<file path="config.mk">
export PLATFORM = sky130hd
export DESIGN_NAME = sawbc_ram
export DESIGN_NICKNAME = d
export VERILOG_FILES = /design/src/rtl/sawbc_ram.sv
export SDC_FILE = /design/constraint.sdc
export NUM_CORES = 1
export LEC_CHECK = 0
export BUFFER_PORTS_ARGS = -buffer_cell sky130_fd_sc_hd__buf_2
export CAP_MARGIN = 10
export CORE_UTILIZATION = 50
export CTS_CLUSTER_SIZE = 14
export DETAILED_ROUTE_END_ITERATION = 12
export PLACE_DENSITY = 0.77
export SKIP_LAST_GASP = 1
export SYNTH_ARGS = -nofsm -noshare
export SYNTH_HDL_FRONTEND = slang
export SYNTH_SLANG_ARGS = --single-unit
</file>
<file path="constraint.sdc">
create_clock -name clk -period 2.25 [get_ports clk]
set_input_delay 0.225 -clock clk [delete_from_list [all_inputs] [get_ports clk]]
set_output_delay 0.225 -clock clk [all_outputs]
set_load 0.02 [all_outputs]
</file>
<file path="src/rtl/sawbc_ram.sv">
// generic simple dual-port ram, one write and one registered read port
// no dependencies
module sawbc_ram #(
  parameter int WIDTH = 8,
  parameter int DEPTH = 16,
  localparam int AW = (DEPTH > 1) ? $clog2(DEPTH) : 1
) (
  input  logic             clk,
  input  logic             we,
  input  logic [AW-1:0]    waddr,
  input  logic [WIDTH-1:0] wdata,
  input  logic             re,
  input  logic [AW-1:0]    raddr,
  output logic [WIDTH-1:0] rdata
);

  logic [WIDTH-1:0] mem [DEPTH];

  always_ff @(posedge clk) begin
    if (we) begin
      mem[waddr] <= wdata;
    end
    if (re) begin
      rdata <= mem[raddr];
    end
  end

endmodule

</file>
==> impl_metrics.yaml, run 1 <==
finish:
  nets: 301
  final_common_cell: "edfxtp_1"
  layout_common_cells: "edfxtp_1 (136), buf_2 (26), mux4_2 (18)"
  antenna_cells: 0
  drive_gt1_share_pct: 31.9
  areaGrowthSynthToFinish_pct: 18.9
  fin_cells: 428
placement:
  hpwl_um: 5650
  placed_cells: 396
  portBuffers: 26
  gp_congestion: 0.714
  pre_cts_ws_ns: 0.397
clock_tree:
  cts_resized: 0
  tritoncts: "done"
  insertion_delay_ns: 0.51
  cts_buffer_depth: 2
  cts_buffers: 17
  cts.sinks: 136
  clkTransAtPathRegs_ns: 0.06
  post-cts-setup-buffer-count: 0
  cts-root-buf: "clkbuf_8"
  holdBufCountCts: 0
  h-tree-depth: 4
route:
  drt-initial-drc-count: 162
  vias_per_cell: 5.81
  drt-total-wl_um: 9530
  wire_per_inst_um: 22.3
  drcViolationCount: 0
  vias: 2486
  ant_nets: 0
  dr.pass1.iters: 4
logic_synthesis:
  synth_top_area_share_pct: 78.1
  synthCells: 229
  ys_seq_area_share_pct: 78.1
  synth_edf_count: 136
  synth-seq-cells: 136
  synth.avg_cell_area_um2: 22.8
  synth_area_leaders: "edfxtp_1 (78%), mux4_2 (7.8%), mux4_1 (7.0%)"
  synth.cell_area_um2: 5230
  ys_async_sr_fraction_pct: 0
  synth_ff_type: "edfxtp_1"
  synthesis.nets: 248
  synth_largest_area_cell: "edfxtp_1"
  yosysWarningCount: 0
  synth_cell_types: 18
timing:
  final_hold_viol_count: 0
  finalClockSkew_ns: 0.00298
  max_slew_margin_pct: 49.3
  layout_min_cycle_time_ns: 1.56
  finalCritPeriodShare_pct: 69.5
  maxSlewViolCount: 0
  setup_viol: 0
  fin_setup_tns_ns: 0
  fmax_mhz: 639
  worst_hold_slack_ns: 0.0878
  rsz0062_at_grt: "no"
  worstMarginPinSlew_ns: 0.758
  setup_ws_ns: 0.686
worst_hold_path:
  min_path_type: "in -> reg"
  min-delay-start: "re"
floorplan:
  pin_count: 27
  die_w_um: 104
  core_area_um2: 9950
  initial_utilization_pct: 52.5
  fp.dieH_um: 104
  dieArea_um2: 10900
  row_count: 36
setup_path:
  worstSetupEndpointType: "flip-flop"
  critPathMaxFanout: 1
  cp-startpoint: "mem[1][0]$_DFFE_PP_"
  critPathRequiredTime_ns: 2.50
  rr_startpoint: "mem[1][0]$_DFFE_PP_"
  start_kind: "flip-flop"
  cp_top_family: "multiplexers"
  cp.arrival_ns: 1.82
  slowest_stage: "mux4_1"
  cp_num_buf_inv: 0
  slowest_delay_ns: 0.52
  path_cells: "mux4_1 -> a22oi_1 -> nand2_1"
  worstSetupPathType: "reg -> reg"
global_routing:
  antenna_found_initial: 0
  track_usage_pct: 19.3
  grt_pass1_wl_um: 14700
  grt_pass1_vias: 2659
  grt_max_degree: 33
  grt-ovfl-total: 0
power_and_ir_drop:
  seqPwrFrac_pct: 48.0
  power_frac_comb_pct: 4.5
  switching_share_pct: 20.2
  p_total_uw: 5980
  power.switching_uw: 1200
  clkPwrFrac_pct: 47.5
  irDropWorstVdd_v: 0.000406
  power_density_nw_per_um2: 962
  internal_power_uw: 4770
  power_leakage_uw: 0.00210
outcome:
  outcome: "finished, final reports clean"
run:
  cap_violations: 0
registers in the layout, summed over array words and instances (netlist names):
name   count
rdata      8
mem      128
final timing paths:
kind / to / slack [ns] / cells past startpoint
max reg2reg: rdata[0]$_DFFE_PP_ / 0.69 / 3
max: rdata[0]$_DFFE_PP_ / 0.69 / 3
min reg2reg: rdata[1]$_DFFE_PP_ / 0.75 / 3
min: rdata[1]$_DFFE_PP_ / 0.09 / 1
per-layer routing:
| layer | GRT usage, % | vias up | wire, µm |
|---|---|---|---|
| li1 | - | 1093 | - |
| met1 | 25.0 | 1286 | 4100 |
| met2 | 30.7 | 93 | 4790 |
| met3 | 5.20 | 14 | 462 |
| met4 | 8.88 | 0 | 169 |
| met5 | 0 | - | 0 |
power by group through the flow:
stage / combinational (µW) / sequential (µW) / clock (µW)
3_3_place_gp: 259 / 2920 / 0
4_1_cts: 271 / 2870 / 2860
6_report: 267 / 2870 / 2840
5_1_grt: 287 / 2870 / 2970
2_1_floorplan: 144 / 2930 / 0
3_5_place_dp: 267 / 2920 / 0
cell usage after synthesis, types with 2 or more instances:
master and count:
a22oi_1 16, buf_2 3, buf_6 3, clkdlybuf4s25_2 3
edfxtp_1 136, mux4_1 14, mux4_2 18, nand2_1 9
nand2b_1 2, nand3b_1 2, nor2_1 13, nor3_1 4
cells by family (layout without fill, tap and decap cells):
| group | after synthesis | count (layout) | share of synthesized area [%] |
|---|---|---|---|
| AOI/OAI and AO/OA | 16 | 16 | 2.30 |
| and+or+nand+nor | 35 | 35 | 3.14 |
| buffers and inverters | 10 | 76 | 1.65 |
| muxes | 32 | 32 | 14.8 |
| DFF | 136 | 136 | 78.1 |
per-stage QoR:
step | util [%] | instance area [µm²]
final | 62.4 | 6210
after global routing | 62.4 | 6210
after CTS | 62.4 | 6210
after detailed placement | 56.2 | 5600
after global placement | 56.2 | 5600
after floorplan | - | 5230
layout make-up:
| class | count | area [µm²] |
|---|---|---|
| clock buffers | 18 | 418 |
| clock inverters | 14 | 198 |
| fillers | 649 | 3740 |
| multi-input cells | 83 | 1060 |
| flip-flops and latches | 136 | 4080 |
| well taps | 133 | 166 |
| repair buffers | 44 | 290 |
Power figures use the tool's default switching activity.
==> run 2, diff against run 1 <==
==> constraint.sdc (replaced) <==
create_clock -name clk -period 1.6 [get_ports clk]
set_input_delay 0.16 -clock clk [delete_from_list [all_inputs] [get_ports clk]]
set_output_delay 0.16 -clock clk [all_outputs]
set_load 0.02 [all_outputs]
==> impl_metrics.yaml, run 2 (synthesized netlist as in run 1, its figures left out) <==
outcome:
  outcome: "finished, final reports clean"
route:
  ant_nets: 0
  wl_met1_um: 4130
  top_layer: "met4"
  drcViolationCount: 0
  wl_met2_um: 4940
  dr.pass1.iters: 4
  drt-total-wl_um: 9910
  vias_per_cell: 5.78
  drt-initial-drc-count: 177
  wl_met3_um: 687
  vias: 2502
  wire_per_inst_um: 22.9
finish:
  largest_register_ffs: 128
  layout_common_cells: "edfxtp_1 (136), buf_2 (26), buf_4 (19), mux4_2 (18)"
  fillers: 665
  drive_gt1_share_pct: 32.3
  nets: 306
  fin_area_um2: 6290
  antenna_cells: 0
  fin_cells: 433
  areaGrowthSynthToFinish_pct: 20.3
  regMostFlops: "mem"
  final_common_cell: "edfxtp_1"
  reg_top3: "mem: 128 flops, rdata: 8 flops"
floorplan:
  row_count: 36
  dieArea_um2: 10900
  pin_count: 27
  die_w_um: 104
  fp.dieH_um: 104
  core_area_um2: 9950
  initial_utilization_pct: 52.5
power_and_ir_drop:
  clkPwrFrac_pct: 47.8
  p_total_uw: 8500
  internal_power_uw: 6860
  power_density_nw_per_um2: 1350
  power.switching_uw: 1640
  irDropWorstVdd_v: 0.000643
  power_frac_comb_pct: 4.7
  switching_share_pct: 19.3
  power_leakage_uw: 0.00214
  seqPwrFrac_pct: 47.5
global_routing:
  antenna_found_initial: 0
  grt-ovfl-total: 0
  track_usage_pct: 20.0
  grt_pass1_wl_um: 15200
  grt_max_degree: 33
  grt_pass1_vias: 2619
setup_path:
  reg2reg_slack_ns: 0.06
  critPathMaxFanout: 1
  rr_startpoint: "mem[0][3]$_DFFE_PP_"
  slowest_stage: "mux4_1"
  start_kind: "flip-flop"
  critPathRequiredTime_ns: 1.85
  reg2reg_to: "rdata[3]$_DFFE_PP_"
  cp_top_family: "multiplexers"
  worstSetupPathType: "reg -> reg"
  path_cells: "mux4_1 -> a22oi_1 -> nand2_1"
  worstSetupEndpointType: "flip-flop"
  r2r.worst_path.cells: 3
  slowest_delay_ns: 0.52
  cp_num_buf_inv: 0
  cp.arrival_ns: 1.79
clock_tree:
  cts.sinks: 136
  cts_resized: 0
  cts_buffer_depth: 2
  cts-root-buf: "clkbuf_8"
  holdBufCountCts: 0
  tritoncts: "done"
  insertion_delay_ns: 0.50
  cts_buffers: 17
  post-cts-setup-buffer-count: 0
  h-tree-depth: 4
  clkTransAtPathRegs_ns: 0.06
timing:
  max_slew_margin_pct: 72.3
  setup_viol: 0
  fin_setup_tns_ns: 0
  final_hold_viol_count: 0
  rsz0062_at_grt: "no"
  maxSlewViolCount: 0
  layout_min_cycle_time_ns: 1.54
  worst_hold_slack_ns: 0.0328
  worstMarginPinSlew_ns: 0.416
  finalCritPeriodShare_pct: 96.1
  finalClockSkew_ns: 0.00982
  fmax_mhz: 650
placement:
  hpwl_um: 6040
  placed_area_um2: 5670
  gp_congestion: 0.708
  placed_cells: 401
  portBuffers: 26
worst_hold_path:
  holdPathStages: 1
  hold_end: "rdata[7]$_DFFE_PP_"
  min_path_type: "in -> reg"
  min-delay-start: "re"
run:
  cap_violations: 0
-- run 2: cell types whose count changed in the layout (fill, tap and decap cells not counted), sizes merged --
cell      delta
buf          +5
clkbuf       +1
bufinv       +1
clkinvlp     -2
inv          -3
clkinv       +3
-- run 2: power by group through the flow --
stage          sequential, µW  clock [µW]  combinational, µW
2_1_floorplan            4130           0                203
3_3_place_gp             4110           0                385
3_5_place_dp             4110           0                400
4_1_cts                  4040        4110                404
5_1_grt                  4040        4240                427
6_report                 4040        4060                397
-- run 2: layer usage --
layer / vias to the layer above / global-route usage, %
met3: 13 / 5.01
met2: 113 / 30.7
met1: 1280 / 27.4
li1: 1096 / -
met5: - / 0
met4: 0 / 8.88
-- run 2: layout make-up --
cell class | count | area [µm²] | area share, %
clock buffer | 19 | 422 | 6.70
clock inverter | 13 | 203 | 3.22
multi-input combinational | 83 | 1060 | 16.9
sequential | 136 | 4080 | 64.9
tap | 133 | 166 | 2.65
timing repair buffer | 49 | 353 | 5.61
-- run 2: worst max-delay path by stage --
stage                         from                  to  slack (ns)  cells after the start
6_report       mem[0][3]$_DFFE_PP_  rdata[3]$_DFFE_PP_        0.06                      3
5_1_grt        mem[0][3]$_DFFE_PP_  rdata[3]$_DFFE_PP_        0.03                      3
4_1_cts        mem[0][3]$_DFFE_PP_  rdata[3]$_DFFE_PP_        0.05                      3
3_5_place_dp              raddr[0]  rdata[3]$_DFFE_PP_       -0.12                      5
3_3_place_gp              raddr[0]  rdata[3]$_DFFE_PP_        -0.1                      5
2_1_floorplan             raddr[0]  rdata[1]$_DFFE_PP_        0.16                      5
-- run 2: stage by stage --
step	util (%)	setup slack, ns
after global placement	56.9	-0.0997
after CTS	63.2	0.0504
after detailed placement	56.9	-0.122
final	63.2	0.0618
after global routing	63.2	0.0287
after floorplan	-	0.158
